--- src/qsu_pkg.sv ---
`timescale 1ns / 1ps
// ----------------------------------------------------------------------------
// qsu_pkg
// Types, character constants and helpers shared by the quoted string
// unescaper modules.
// ----------------------------------------------------------------------------
package qsu_pkg;

  localparam logic [7:0] CH_BACKSLASH = 8'h5C;
  localparam logic [7:0] CH_N         = 8'h6E;
  localparam logic [7:0] CH_R_LOW     = 8'h72;
  localparam logic [7:0] CH_T         = 8'h74;
  localparam logic [7:0] CH_X         = 8'h78;
  localparam logic [7:0] CH_R_UP      = 8'h52;
  localparam logic [7:0] CH_DEL       = 8'h7F;
  localparam logic [7:0] CH_SPACE     = 8'h20;
  localparam logic [7:0] BYTE_LF      = 8'h0A;
  localparam logic [7:0] BYTE_CR      = 8'h0D;
  localparam logic [7:0] BYTE_TAB     = 8'h09;

  localparam logic [7:0] QUOTE_RESET  = 8'h22;

  // configuration register indexes
  localparam logic REG_QUOTE_CHAR = 1'b0;
  localparam logic REG_RAW_MODE   = 1'b1;

  typedef enum logic [3:0] {
    PH_NORMAL = 4'b0001,
    PH_ESCAPE = 4'b0010,
    PH_HEX1   = 4'b0100,
    PH_HEX2   = 4'b1000
  } phase_e;

  typedef enum logic [2:0] {
    ST_OK         = 3'd0,
    ST_SHORT      = 3'd1,
    ST_RAW_PREFIX = 3'd2,
    ST_DELIM      = 3'd3,
    ST_CONTROL    = 3'd4,
    ST_BAD_ESCAPE = 3'd5,
    ST_BAD_HEX    = 3'd6,
    ST_INCOMPLETE = 3'd7
  } status_e;

  typedef struct packed {
    logic [7:0] quote_char;
    logic       raw_mode;
  } cfg_t;

  typedef struct packed {
    logic [1:0] position;
    phase_e     phase;
    logic [3:0] high_nibble;
    logic       high_ok;
    status_e    hdr_err;
    status_e    body_err;
  } lit_state_t;

  localparam lit_state_t LIT_STATE_RESET = '{
    position:    2'd0,
    phase:       PH_NORMAL,
    high_nibble: 4'd0,
    high_ok:     1'b0,
    hdr_err:     ST_OK,
    body_err:    ST_OK
  };

  typedef struct packed {
    logic [7:0] out_byte;
    logic       is_end;
    status_e    status;
  } result_t;

  typedef struct packed {
    logic    keep;
    result_t res;
  } step_out_t;

  typedef struct packed {
    logic       ok;
    logic [3:0] val;
  } hex_t;

  // value of one hex digit, either case; zero when not a digit
  function automatic hex_t hex_digit(logic [7:0] c);
    hex_t h;
    h.ok  = 1'b0;
    h.val = 4'd0;
    if (c inside {[8'h30:8'h39]}) begin
      h.ok  = 1'b1;
      h.val = c[3:0];
    end else if (c inside {[8'h41:8'h46], [8'h61:8'h66]}) begin
      h.ok  = 1'b1;
      h.val = c[3:0] + 4'd9;
    end
    return h;
  endfunction

endpackage

--- src/qsu_core.sv ---
`timescale 1ns / 1ps
// ----------------------------------------------------------------------------
// qsu_core
// Literal state registers and the per-character decode step: header checks,
// escape decoding and end status.
// ----------------------------------------------------------------------------
module qsu_core (
  input  logic                clk_i,
  input  logic                rst_ni,
  input  logic                advance_i,
  input  qsu_pkg::cfg_t       cfg_i,
  input  logic [7:0]          ch_i,
  input  logic                last_i,
  output qsu_pkg::step_out_t  step_o
);

  qsu_pkg::lit_state_t st_q, st_d;
  qsu_pkg::hex_t       hx;
  logic [1:0]          hdr_len;

  always_comb begin
    st_d    = st_q;
    step_o  = '0;
    step_o.res.status = qsu_pkg::ST_OK;
    hdr_len = cfg_i.raw_mode ? 2'd2 : 2'd1;
    hx      = qsu_pkg::hex_digit(ch_i);

    if (last_i) begin
      step_o.keep       = 1'b1;
      step_o.res.is_end = 1'b1;
      if (st_q.position < hdr_len) begin
        step_o.res.status = qsu_pkg::ST_SHORT;
      end else if (st_q.hdr_err != qsu_pkg::ST_OK) begin
        step_o.res.status = st_q.hdr_err;
      end else if (ch_i != cfg_i.quote_char) begin
        step_o.res.status = qsu_pkg::ST_DELIM;
      end else if (st_q.body_err != qsu_pkg::ST_OK) begin
        step_o.res.status = st_q.body_err;
      end else if (st_q.phase != qsu_pkg::PH_NORMAL) begin
        step_o.res.status = qsu_pkg::ST_INCOMPLETE;
      end
      st_d = qsu_pkg::LIT_STATE_RESET;
    end else begin
      if (st_q.position != 2'd3) begin
        st_d.position = st_q.position + 2'd1;
      end
      if (st_q.position < hdr_len) begin
        // prefix / opening quote
        if (cfg_i.raw_mode && st_q.position == 2'd0) begin
          if (ch_i != qsu_pkg::CH_R_LOW && ch_i != qsu_pkg::CH_R_UP &&
              st_q.hdr_err == qsu_pkg::ST_OK) begin
            st_d.hdr_err = qsu_pkg::ST_RAW_PREFIX;
          end
        end else if (ch_i != cfg_i.quote_char && st_q.hdr_err == qsu_pkg::ST_OK) begin
          st_d.hdr_err = qsu_pkg::ST_DELIM;
        end
      end else if (st_q.hdr_err == qsu_pkg::ST_OK && st_q.body_err == qsu_pkg::ST_OK) begin
        case (st_q.phase)
          qsu_pkg::PH_NORMAL: begin
            if (ch_i < qsu_pkg::CH_SPACE || ch_i == qsu_pkg::CH_DEL) begin
              st_d.body_err = qsu_pkg::ST_CONTROL;
            end else if (!cfg_i.raw_mode && ch_i == qsu_pkg::CH_BACKSLASH) begin
              st_d.phase = qsu_pkg::PH_ESCAPE;
            end else begin
              step_o.keep         = 1'b1;
              step_o.res.out_byte = ch_i;
            end
          end
          qsu_pkg::PH_ESCAPE: begin
            // escape letters win over a quote char that equals one of them
            if (ch_i == qsu_pkg::CH_BACKSLASH) begin
              step_o.keep         = 1'b1;
              step_o.res.out_byte = qsu_pkg::CH_BACKSLASH;
            end else if (ch_i == qsu_pkg::CH_N) begin
              step_o.keep         = 1'b1;
              step_o.res.out_byte = qsu_pkg::BYTE_LF;
            end else if (ch_i == qsu_pkg::CH_R_LOW) begin
              step_o.keep         = 1'b1;
              step_o.res.out_byte = qsu_pkg::BYTE_CR;
            end else if (ch_i == qsu_pkg::CH_T) begin
              step_o.keep         = 1'b1;
              step_o.res.out_byte = qsu_pkg::BYTE_TAB;
            end else if (ch_i == qsu_pkg::CH_X) begin
              st_d.phase = qsu_pkg::PH_HEX1;
            end else if (ch_i == cfg_i.quote_char) begin
              step_o.keep         = 1'b1;
              step_o.res.out_byte = ch_i;
            end else begin
              st_d.body_err = qsu_pkg::ST_BAD_ESCAPE;
            end
            if (step_o.keep) begin
              st_d.phase = qsu_pkg::PH_NORMAL;
            end
          end
          qsu_pkg::PH_HEX1: begin
            st_d.high_ok     = hx.ok;
            st_d.high_nibble = hx.val;
            st_d.phase       = qsu_pkg::PH_HEX2;
          end
          qsu_pkg::PH_HEX2: begin
            if (hx.ok && st_q.high_ok) begin
              step_o.keep         = 1'b1;
              step_o.res.out_byte = {st_q.high_nibble, hx.val};
              st_d.phase          = qsu_pkg::PH_NORMAL;
            end else begin
              st_d.body_err = qsu_pkg::ST_BAD_HEX;
            end
          end
          default: begin
            st_d.phase = qsu_pkg::PH_NORMAL;
          end
        endcase
      end
    end
  end

  always_ff @(posedge clk_i or negedge rst_ni) begin
    if (!rst_ni) begin
      st_q <= qsu_pkg::LIT_STATE_RESET;
    end else if (advance_i) begin
      st_q <= st_d;
    end
  end

`ifndef SYNTHESIS
  a_hdr_err_legal: assert property (@(posedge clk_i) disable iff (!rst_ni)
    st_q.hdr_err == qsu_pkg::ST_OK || st_q.hdr_err == qsu_pkg::ST_RAW_PREFIX ||
    st_q.hdr_err == qsu_pkg::ST_DELIM)
    else $error("header error holds a body code");

  a_body_err_legal: assert property (@(posedge clk_i) disable iff (!rst_ni)
    st_q.body_err == qsu_pkg::ST_OK || st_q.body_err == qsu_pkg::ST_CONTROL ||
    st_q.body_err == qsu_pkg::ST_BAD_ESCAPE || st_q.body_err == qsu_pkg::ST_BAD_HEX)
    else $error("body error holds a header code");

  a_end_clears: assert property (@(posedge clk_i) disable iff (!rst_ni)
    advance_i && last_i |=> st_q == qsu_pkg::LIT_STATE_RESET)
    else $error("literal state not cleared after end word");
`endif

endmodule

--- src/qsu_out_stage.sv ---
`timescale 1ns / 1ps
// ----------------------------------------------------------------------------
// qsu_out_stage
// Result register of the master-side stream; frees itself when the word is
// taken and reloads in the same cycle.
// ----------------------------------------------------------------------------
module qsu_out_stage (
  input  logic              clk_i,
  input  logic              rst_ni,
  input  logic              load_i,
  input  qsu_pkg::result_t  res_i,
  input  logic              tready_i,
  output logic              can_take_o,
  output logic              tvalid_o,
  output qsu_pkg::result_t  res_o
);

  logic             valid_q, valid_d;
  qsu_pkg::result_t res_q;

  assign can_take_o = !valid_q || tready_i;

  always_comb begin
    valid_d = valid_q;
    if (load_i) begin
      valid_d = 1'b1;
    end else if (tready_i) begin
      valid_d = 1'b0;
    end
  end

  always_ff @(posedge clk_i or negedge rst_ni) begin
    if (!rst_ni) begin
      valid_q <= 1'b0;
    end else begin
      valid_q <= valid_d;
    end
  end

  always_ff @(posedge clk_i) begin
    if (load_i) begin
      res_q <= res_i;
    end
  end

  assign tvalid_o = valid_q;
  assign res_o    = res_q;

endmodule

--- src/quoted_string_unescaper_unit.sv ---
`timescale 1ns / 1ps
// ----------------------------------------------------------------------------
// quoted_string_unescaper_unit
// Decodes a quoted literal streamed one character per word.
// ----------------------------------------------------------------------------
// Usage:
//   s_axis carries one character of the literal per word in tdata, delimiters
//   included; tlast flags the closing character. m_axis returns one word per
//   kept body byte (tlast low, status zero) and one end word on tlast
//   (out_byte zero, status in tdata[10:8]). Characters that are consumed
//   without output (prefix, quotes, backslash, x, first hex digit) give no word.
//   The cfg port sets quote char (index 0) and raw mode (index 1); write it
//   only while no literal is in flight.
// Timing:
//   one character per cycle sustained while m_axis accepts; a character is
//   captured in the input register, and its word is offered on m_axis from
//   the result register, which loads when the input register advances. The
//   decode step is combinational logic between those two registers.
// Reset:
//   both stages empty, literal state cleared, quote char 0x22, raw mode off.
// Stall:
//   a held m_axis word keeps the result register; the input register still
//   fills, and s_axis_tready drops only when both are occupied.
// ----------------------------------------------------------------------------
module quoted_string_unescaper_unit (
  input  logic        clk_i,
  input  logic        rst_ni,
  input  logic        s_axis_tvalid,
  output logic        s_axis_tready,
  input  logic [7:0]  s_axis_tdata,   // [7:0] ch
  input  logic        s_axis_tlast,
  output logic        m_axis_tvalid,
  input  logic        m_axis_tready,
  output logic [15:0] m_axis_tdata,   // [7:0] out_byte, [10:8] status, zero fill
  output logic        m_axis_tlast,
  input  logic        cfg_we_i,
  input  logic        cfg_addr_i,
  input  logic [7:0]  cfg_wdata_i
);

  qsu_pkg::cfg_t      cfg_q;
  logic               in_valid_q;
  logic [7:0]         in_ch_q;
  logic               in_last_q;
  logic               advance;
  logic               out_can_take;
  qsu_pkg::step_out_t step;
  qsu_pkg::result_t   out_res;

  always_ff @(posedge clk_i or negedge rst_ni) begin
    if (!rst_ni) begin
      cfg_q.quote_char <= qsu_pkg::QUOTE_RESET;
      cfg_q.raw_mode   <= 1'b0;
    end else if (cfg_we_i) begin
      case (cfg_addr_i)
        qsu_pkg::REG_QUOTE_CHAR: cfg_q.quote_char <= cfg_wdata_i;
        qsu_pkg::REG_RAW_MODE:   cfg_q.raw_mode   <= cfg_wdata_i[0];
        default: ;
      endcase
    end
  end

  // input register moves on when the result register can take its word
  assign advance       = in_valid_q && out_can_take;
  assign s_axis_tready = !in_valid_q || advance;

  always_ff @(posedge clk_i or negedge rst_ni) begin
    if (!rst_ni) begin
      in_valid_q <= 1'b0;
    end else if (s_axis_tready) begin
      in_valid_q <= s_axis_tvalid;
    end
  end

  always_ff @(posedge clk_i) begin
    if (s_axis_tvalid && s_axis_tready) begin
      in_ch_q   <= s_axis_tdata;
      in_last_q <= s_axis_tlast;
    end
  end

  qsu_core u_core (
    .clk_i     (clk_i),
    .rst_ni    (rst_ni),
    .advance_i (advance),
    .cfg_i     (cfg_q),
    .ch_i      (in_ch_q),
    .last_i    (in_last_q),
    .step_o    (step)
  );

  qsu_out_stage u_out (
    .clk_i      (clk_i),
    .rst_ni     (rst_ni),
    .load_i     (advance && step.keep),
    .res_i      (step.res),
    .tready_i   (m_axis_tready),
    .can_take_o (out_can_take),
    .tvalid_o   (m_axis_tvalid),
    .res_o      (out_res)
  );

  assign m_axis_tdata = {5'd0, out_res.status, out_res.out_byte};
  assign m_axis_tlast = out_res.is_end;

endmodule

--- config.mk ---
export PLATFORM = sky130hd
export DESIGN_NAME = quoted_string_unescaper_unit
export DESIGN_NICKNAME = d
export VERILOG_FILES = /design/src/qsu_pkg.sv /design/src/qsu_core.sv /design/src/qsu_out_stage.sv /design/src/quoted_string_unescaper_unit.sv
export SDC_FILE = /design/constraint.sdc
export NUM_CORES = 1
export LEC_CHECK = 0
export BUFFER_PORTS_ARGS = -buffer_cell sky130_fd_sc_hd__buf_2
export CAP_MARGIN = 20
export CORE_UTILIZATION = 49
export CTS_CLUSTER_SIZE = 20
export DETAILED_ROUTE_END_ITERATION = 10
export GPL_TIMING_DRIVEN = 0
export PLACE_DENSITY = 0.79
export SETUP_SLACK_MARGIN = 0.4
export SYNTH_ARGS = -nofsm -noshare
export SYNTH_HDL_FRONTEND = slang
export SYNTH_SLANG_ARGS = --single-unit
--- constraint.sdc ---
create_clock -name clk_i -period 5.15 [get_ports clk_i]
set_input_delay 1.2875 -clock clk_i [delete_from_list [all_inputs] [get_ports clk_i]]
set_output_delay 1.2875 -clock clk_i [all_outputs]
set_load 0.05 [all_outputs]
==> results of run 1 <==
## logic make-up (layout without fill, tap and decap cells)
logic type	count (synthesis)	after routing	share of synthesized area, %
AO/OA/AOI/OAI	74	74	19.3
XOR/XNOR	13	13	3.83
adder cells (fa/ha/maj)	8	8	3.37
buffers and inverters	24	69	5.26
flip-flops	48	48	44.0
multiplexers	15	15	5.68
other	1	5	0.126
AND/OR/NAND/NOR	97	97	18.4
## worst max-delay path, stage by stage
cell and delay [ns]:
buf_2 0.11, nor2b_1 0.17, nand2_1 0.12, buf_2 0.22
## metal layers
| metal | track usage, % | vias up |
|---|---|---|
| li1 | - | 1128 |
| met1 | 29.1 | 1145 |
| met2 | 37.5 | 135 |
| met3 | 3.43 | 18 |
| met4 | 8.21 | 0 |
| met5 | 0 | - |
## layout by cell type, fill, tap and decap left out, types with 4 or more instances in the layout
cell type / netlist / routed
buf_2: 1 / 37
nand2_1: 24 / 24
dfrtp_1: 24 / 24
edfxtp_1: 21 / 21
o21ai_0: 16 / 16
nor2_1: 15 / 15
a21oi_1: 13 / 13
xor2_1: 11 / 11
mux2_2: 11 / 11
inv_1: 8 / 8
clkbuf_8: 2 / 8
ha_1: 8 / 8
buf_4: 6 / 7
nor3_1: 7 / 7
nand3_1: 7 / 7
nor2b_1: 6 / 6
nand2b_1: 5 / 5
conb_1: 1 / 5
nor4_1: 4 / 4
and2_1: 4 / 4
a22oi_1: 4 / 4
## worst min-delay path by stage
stage          slack, ns               to
3_3_place_gp        0.47   u_core.st_q[7]
2_1_floorplan       0.45  u_core.st_q[10]
6_report            0.50   u_core.st_q[8]
5_1_grt             0.53   u_core.st_q[7]
4_1_cts             0.50   u_core.st_q[8]
3_5_place_dp        0.48   u_core.st_q[7]
## layout make-up
| class | count | area (µm²) | share of cell area [%] |
|---|---|---|---|
| well taps | 75 | 93.8 | 2.78 |
| repair buffers | 37 | 188 | 5.57 |
| multi-input cells | 212 | 1530 | 45.4 |
| clock inverters | 2 | 10.0 | 0.297 |
| clock buffers | 6 | 82.6 | 2.45 |
| flip-flops and latches | 48 | 1310 | 38.9 |
| plain buffers | 15 | 123 | 3.64 |
| inverters | 9 | 33.8 | 1.00 |
## power groups by stage
stage | logic [W] | registers, W | clock network (W)
after floorplan | 0.000251 | 0.000558 | 0
after global placement | 0.000368 | 0.000517 | 0
after detailed placement | 0.000385 | 0.000521 | 0
after CTS | 0.000387 | 0.000513 | 0.000234
after global routing | 0.000424 | 0.000520 | 0.000250
final | 0.000389 | 0.000513 | 0.000228
## state kept, by name (all words and copies together), names as in the netlist
name and count:
u_out.tvalid_o 1, in_last_q 1, in_ch_q 8, cfg_q 9
u_core.st_q 16, u_out.res_o 12, in_valid_q 1
## metrics by stage
stage | power (W) | worst slack, ns
after floorplan | 0.000809 | 1.99
after global placement | 0.000886 | 1.18
after detailed placement | 0.000906 | 1.96
after CTS | 0.00113 | 1.96
after global routing | 0.00119 | 1.85
final | 0.00113 | 1.96
==> qor.csv, run 1 <==
stage,metric,value,unit
cells_and_area,antenna_cells,0,
power_and_ir_drop,intPower,0.000721,W
detailed_routing,top_layer,met4,
setup_path,reg2reg_to,u_out.res_o[9],
power_and_ir_drop,clkPwrFrac,20.1,%
cells_and_area,instances_no_fill,404,
yosys,syn-instance-count,280,
clock_tree,cts_resized,0,
floorplanning,fp.dieH,79.9,µm
detailed_routing,drtIter0Drc,221,
sta,hold_viol_final,0,
grt,grt_max_degree,28,
setup_path,reg2regPathDepth,7,
sta,hold_ws,0.500,ns
setup_path,arrival,1.90,ns
place,placed_cell_area,3280,µm²
yosys,synth.largest_area_cell,edfxtp_1,
power_and_ir_drop,comb_power_share,34.5,%
cells_and_area,final_util,57.2,%
cells_and_area,nets,359,
hold_path,hold_path.class,flip-flop to flip-flop,
setup_path,worstSetupStartpointType,input pin,
yosys,syn-mean-instance-area,10.6,µm²
yosys,async_flop_share,56.3,%
run,maxCapViolCount,0,
setup_path,r2r_slack,2.05,ns
cells_and_area,layout-drive-gt1-share,27.4,%
detailed_routing,route.met2.wl,3150,µm
setup_path,crit_end,s_axis_tready,
detailed_routing,vias,2426,
yosys,synth_area,2970,µm²
yosys,yosys-top-cells-area,"edfxtp_1 21%, dfrtp_1 20%, mux2_2 4.2%",
sta,fin_skew,0.00468,ns
sta,setup_viol,0,
power_and_ir_drop,seq_power_share,45.4,%
yosys,synth-edff-count,21,
place,gp_congestion,0.945,
cells_and_area,area_delta_synth_final,13.3,%
power_and_ir_drop,power_density,335,nW/µm²
power_and_ir_drop,netSwitchingPower,0.000409,W
setup_path,required,3.86,ns
clock_tree,clk_pin_slew,0.08,ns
grt,antenna_found_initial,0,
power_and_ir_drop,irDropWorstVdd,0.000217,V
setup_path,critical_path_class,input pin to output port,
setup_path,critical_path.startpoint,m_axis_tready,
clock_tree,cts_inserted_buffers,5,
hold_path,hold_start,u_core.st_q[8],
place,post-dp-hpwl,5010,µm
clock_tree,clkSinkCount,48,
clock_tree,postCtsSetupRepairBufs,0,
floorplanning,die-area,6380,µm²
grt,grt_pass1_vias,2203,
detailed_routing,drt-total-wl,6550,µm
floorplanning,core,5890,µm²
yosys,synthFlopType,dfrtp_1,
power_and_ir_drop,p_leak,1.37,nW
sta,rsz0062_at_grt,no,
place,dpl.cell_count,396,
clock_tree,cts_tree,done,
hold_path,min_path_cells,2,
grt,grt_pass1_wl,10700,µm
grt,grtUsageTotal,22.3,%
sta,period_needed,3.19,ns
floorplanning,io_pins,42,
yosys,yosysTopAreaCellShare,21.2,%
grt,overflow,0,
detailed_routing,ant_nets,0,
cells_and_area,fillers,516,
floorplanning,row_count,28,
clock_tree,cts_max_level,2,
detailed_routing,via_per_inst,6.00,
detailed_routing,wl_per_cell,16.2,µm
yosys,yosysUniqueCellTypes,71,
clock_tree,cts_root_buf,clkbuf_8,
cells_and_area,postLayoutCellArea,3370,µm²
detailed_routing,wl_met1,2780,µm
clock_tree,clock_path_buffers,2,
sta,slew-limit-headroom,51.5,%
setup_path,path_max_fanout,3,
detailed_routing,drc,0,
yosys,synth_top_cells_by_count,"24 x dfrtp_1, 24 x nand2_1, 21 x edfxtp_1",
setup_path,reg2reg_from,in_ch_q[0],
yosys,ys_seq_area_share,44.0,%
run_status,outcome,"complete, no violations",
sta,fmax,0.314,GHz
clock_tree,postCtsHoldBufs,0,
setup_path,crit_path_end_kind,output port,
floorplanning,dieWidth,79.9,µm
detailed_routing,met3_length,482,µm
sta,tightest_slew,0.721,ns
yosys,ys_ff_latch,48,
place,portBuffers,36,
clock_tree,clk_latency,0.30,ns
sta,finalCritPeriodShare,61.9,%
detailed_routing,drt_pre_antenna_iters,5,
sta,tns,0,ns
yosys,ys_warn_count,0,
sta,slew_viol_final,0,
floorplanning,initial_core_util,50.5,%
power_and_ir_drop,switching_share,36.2,%
No activity file was read; power rests on OpenSTA's default activity.
==> run 2: changes to the inputs <==
--- a/config.mk
+++ b/config.mk
@@ -11,7 +11,7 @@
 export CTS_CLUSTER_SIZE = 20
 export DETAILED_ROUTE_END_ITERATION = 10
 export GPL_TIMING_DRIVEN = 0
-export PLACE_DENSITY = 0.79
+export PLACE_DENSITY = 0.82
 export SETUP_SLACK_MARGIN = 0.4
 export SYNTH_ARGS = -nofsm -noshare
 export SYNTH_HDL_FRONTEND = slang
==> constraint.sdc (replaced) <==
create_clock -name clk_i -period 2.6 [get_ports clk_i]
set_input_delay 0.65 -clock clk_i [delete_from_list [all_inputs] [get_ports clk_i]]
set_output_delay 0.65 -clock clk_i [all_outputs]
set_load 0.05 [all_outputs]
==> run 2 against run 1 <==
Total power is 140% higher. Final cell count is 11% higher. First-iteration DRC count is 32% higher. Clock power grew to 2.8 times the previous value. Sequential power is 99% higher. Flip-flop and latch count stayed put. Non-clock buffer count is 46 higher. Setup slack worse by 1.9 ns. Critical path depth is 6 higher. Clock-buffer cell count stayed put. Design area is 22% higher.
==> qor.csv, run 2 (synthesized netlist as in run 1, its figures left out) <==
stage,metric,value,unit,change
floorplanning,dieWidth,79.9,µm,unchanged
place,gp_congestion,0.930,,was 0.945
hold_path,hold_path.class,input pin to asynchronous set/reset pin,,was flip-flop to flip-flop
sta,finalCritPeriodShare,96.9,%,
power_and_ir_drop,power_density,660,nW/µm²,was 335 nW/µm²
cells_and_area,layout-drive-gt1-share,45.3,%,was 27.4%
clock_tree,cts_tree,done,,unchanged
setup_path,arrival,2.71,ns,was 1.90 ns
detailed_routing,drt-total-wl,8360,µm,was 6550 µm
clock_tree,cts_max_level,2,,unchanged
grt,grt_pass1_wl,12300,µm,"was 10,700 µm"
power_and_ir_drop,irDropWorstVdd,0.000548,V,was 0.000217 V
grt,grtUsageMet1,31.3,%,was 29.1%
clock_tree,clkSinkCount,48,,unchanged
setup_path,reg2reg_from,in_ch_q[0],,unchanged
setup_path,cp_slowest_stage_delay,0.46,ns,was 0.22 ns
cells_and_area,final_util,69.7,%,was 57.2%
setup_path,crit_path_end_kind,flip-flop,,was output port
sta,period_needed,2.52,ns,
detailed_routing,drtIter0Drc,292,,was 221
setup_path,critical_path.startpoint,in_ch_q[0],,was m_axis_tready
grt,overflow,0,,unchanged
sta,rsz0062_at_grt,yes,,was no
sta,tightest_slew,0.761,ns,was 0.721 ns
setup_path,r2r_slack,0.08,ns,was 2.05 ns
cells_and_area,largest_reg_flops,16,,unchanged
clock_tree,clock_path_buffers,2,,unchanged
setup_path,worstSetupStartpointType,flip-flop,,was input pin
setup_path,required,2.79,ns,was 3.86 ns
clock_tree,cts_inserted_buffers,5,,unchanged
clock_tree,postCtsHoldBufs,0,,unchanged
place,post-dp-hpwl,4880,µm,was 5010 µm
floorplanning,initial_core_util,50.5,%,unchanged
detailed_routing,drt_pre_antenna_iters,8,,was 5
run_status,outcome,"complete, no violations",,unchanged
cells_and_area,fillers,388,,was 516
grt,grt_pass1_vias,2584,,"was 2,203"
sta,hold_ws,0.351,ns,was 0.500 ns
clock_tree,clk_latency,0.30,ns,about the same
place,portBuffers,36,,unchanged
cells_and_area,mostFrequentLayoutCells,"43 x buf_4, 38 x buf_2, 24 x dfrtp_1, 22 x nand2_1, 21 x edfxtp_1",,"was 37 x buf_2, 24 x nand2_1, 24 x dfrtp_1, 21 x edfxtp_1, 16 x o21ai_0"
sta,slew-limit-headroom,48.8,%,was 51.5%
floorplanning,fp.dieH,79.9,µm,unchanged
sta,slew_viol_final,0,,unchanged
detailed_routing,vias,2781,,"was 2,426"
grt,grt_max_degree,28,,unchanged
setup_path,cpMaxStageDelayCell,edfxtp_1,,was buf_2
floorplanning,core,5890,µm²,unchanged
grt,busiest_layer,met2,,unchanged
setup_path,critical_path_class,flip-flop to flip-flop,,was input pin to output port
detailed_routing,via_per_inst,6.18,,was 6.00
clock_tree,cts_root_buf,clkbuf_8,,unchanged
cells_and_area,nets,405,,was 359
setup_path,cp_cell_sequence,"inv_2, ha_4, nand4bb_1, o211ai_2, o211ai_1, buf_4, buf_6, a311oi_4, nor3b_2, mux2_4",,"was buf_2, nor2b_1, nand2_1, buf_2"
detailed_routing,wl_per_cell,18.6,µm,was 16.2 µm
power_and_ir_drop,p_leak,1.67,nW,was 1.37 nW
cells_and_area,multiInputGateArea,1810,µm²,was 1530 µm²
grt,grt_util_met2,41.4,%,was 37.5%
setup_path,crit_end,u_core.st_q[0],,was s_axis_tready
floorplanning,io_pins,42,,unchanged
detailed_routing,ant_nets,0,,unchanged
setup_path,reg2reg_to,u_core.st_q[0],,was u_out.res_o[9]
setup_path,reg2regPathDepth,10,,was 7
grt,antenna_found_initial,0,,unchanged
floorplanning,row_count,28,,unchanged
floorplanning,die-area,6380,µm²,unchanged
clock_tree,clk_pin_slew,0.09,ns,was 0.08 ns
cells_and_area,regMostFlops,u_core.st_q,,unchanged
detailed_routing,drc,0,,unchanged
sta,tns,0,ns,unchanged
sta,fin_skew,0.00503,ns,was 0.00468 ns
grt,grtUsageTotal,25.1,%,was 22.3%
cells_and_area,ff_latch_area,1310,µm²,unchanged
sta,hold_viol_final,0,,unchanged
cells_and_area,layout_commonest_cell,buf_4,,was buf_2
sta,setup_viol,0,,unchanged
sta,fmax,0.397,GHz,
cells_and_area,antenna_cells,0,,unchanged
setup_path,path_max_fanout,4,,was 3
grt,grtUsageMet3,5.49,%,was 3.43%
cells_and_area,area_delta_synth_final,38.0,%,was 13.3%
run,maxCapViolCount,0,,unchanged
-- run 2: changes by cell type in the layout (fill, tap and decap cells not counted), moves of 3 or more --
| cell | before | now |
|---|---|---|
| o21ai_4 | 0 | 3 |
| a21oi_1 | 13 | 10 |
| a22oi_2 | 0 | 3 |
| buf_6 | 3 | 11 |
| o21ai_0 | 16 | 12 |
| ha_4 | 0 | 4 |
| a22oi_1 | 4 | 1 |
| buf_4 | 7 | 43 |
| ha_1 | 8 | 4 |
-- run 2: cell type report --
cell class,count,area share [%]
timing repair buffer,83,14.5
clock inverter,2,1.46
sequential,48,31.9
inverter,9,0.823
tap,75,2.29
multi-input combinational,212,44.2
buffer,15,3.05
clock buffer,6,1.77
-- run 2: worst min path at each step --
stage,start,end,cells past startpoint
final,rst_ni,cfg_q[5],1
after global routing,rst_ni,cfg_q[5],1
after CTS,rst_ni,cfg_q[8],1
after detailed placement,u_core.st_q[9],u_core.st_q[9],2
after global placement,u_core.st_q[9],u_core.st_q[9],2
after floorplan,rst_ni,cfg_q[0],0
-- run 2: stage by stage --
step	area (µm²)	instances	setup WS [ns]	power [W]
2_1_floorplan	3050	284	0.180	0.00163
3_3_place_gp	3320	395	-0.195	0.00178
3_5_place_dp	3320	395	-0.238	0.00182
4_1_cts	3870	435	0.180	0.00257
5_1_grt	4110	450	0.00704	0.00282
6_report	4110	450	0.0803	0.00271
-- run 2: power by group --
group          internal (W)  switching [W]
clock              0.000384       0.000250
sequential         0.000921      0.0000937
combinational      0.000446       0.000614
-- run 2: timing repair --
item / in CTS / in global routing
cloned: 1 / 0
pin swaps: 16 / 22
setup buffers: 31 / 15
setup endpoints to repair: 35 / 35
gates resized for setup: 31 / 27
-- run 2: metal layers --
| metal | up-vias | share of wire, % |
|---|---|---|
| met5 | - | 0 |
| met4 | 0 | 4.8 |
| met3 | 68 | 8.4 |
| met2 | 202 | 48 |
| met1 | 1292 | 39 |
| li1 | 1219 | - |
-- run 2: worst max-delay path: cells and delay by family, from the launching register on --
kind | cells | cell delay (ns)
adder cells (fa/ha/maj) | 1 | 0.17
AO/OA/AOI/OAI | 3 | 0.68
AND/OR/NAND/NOR | 2 | 0.31
flip-flops | 1 | 0.46
buffers and inverters | 3 | 0.47
multiplexers | 1 | 0.30
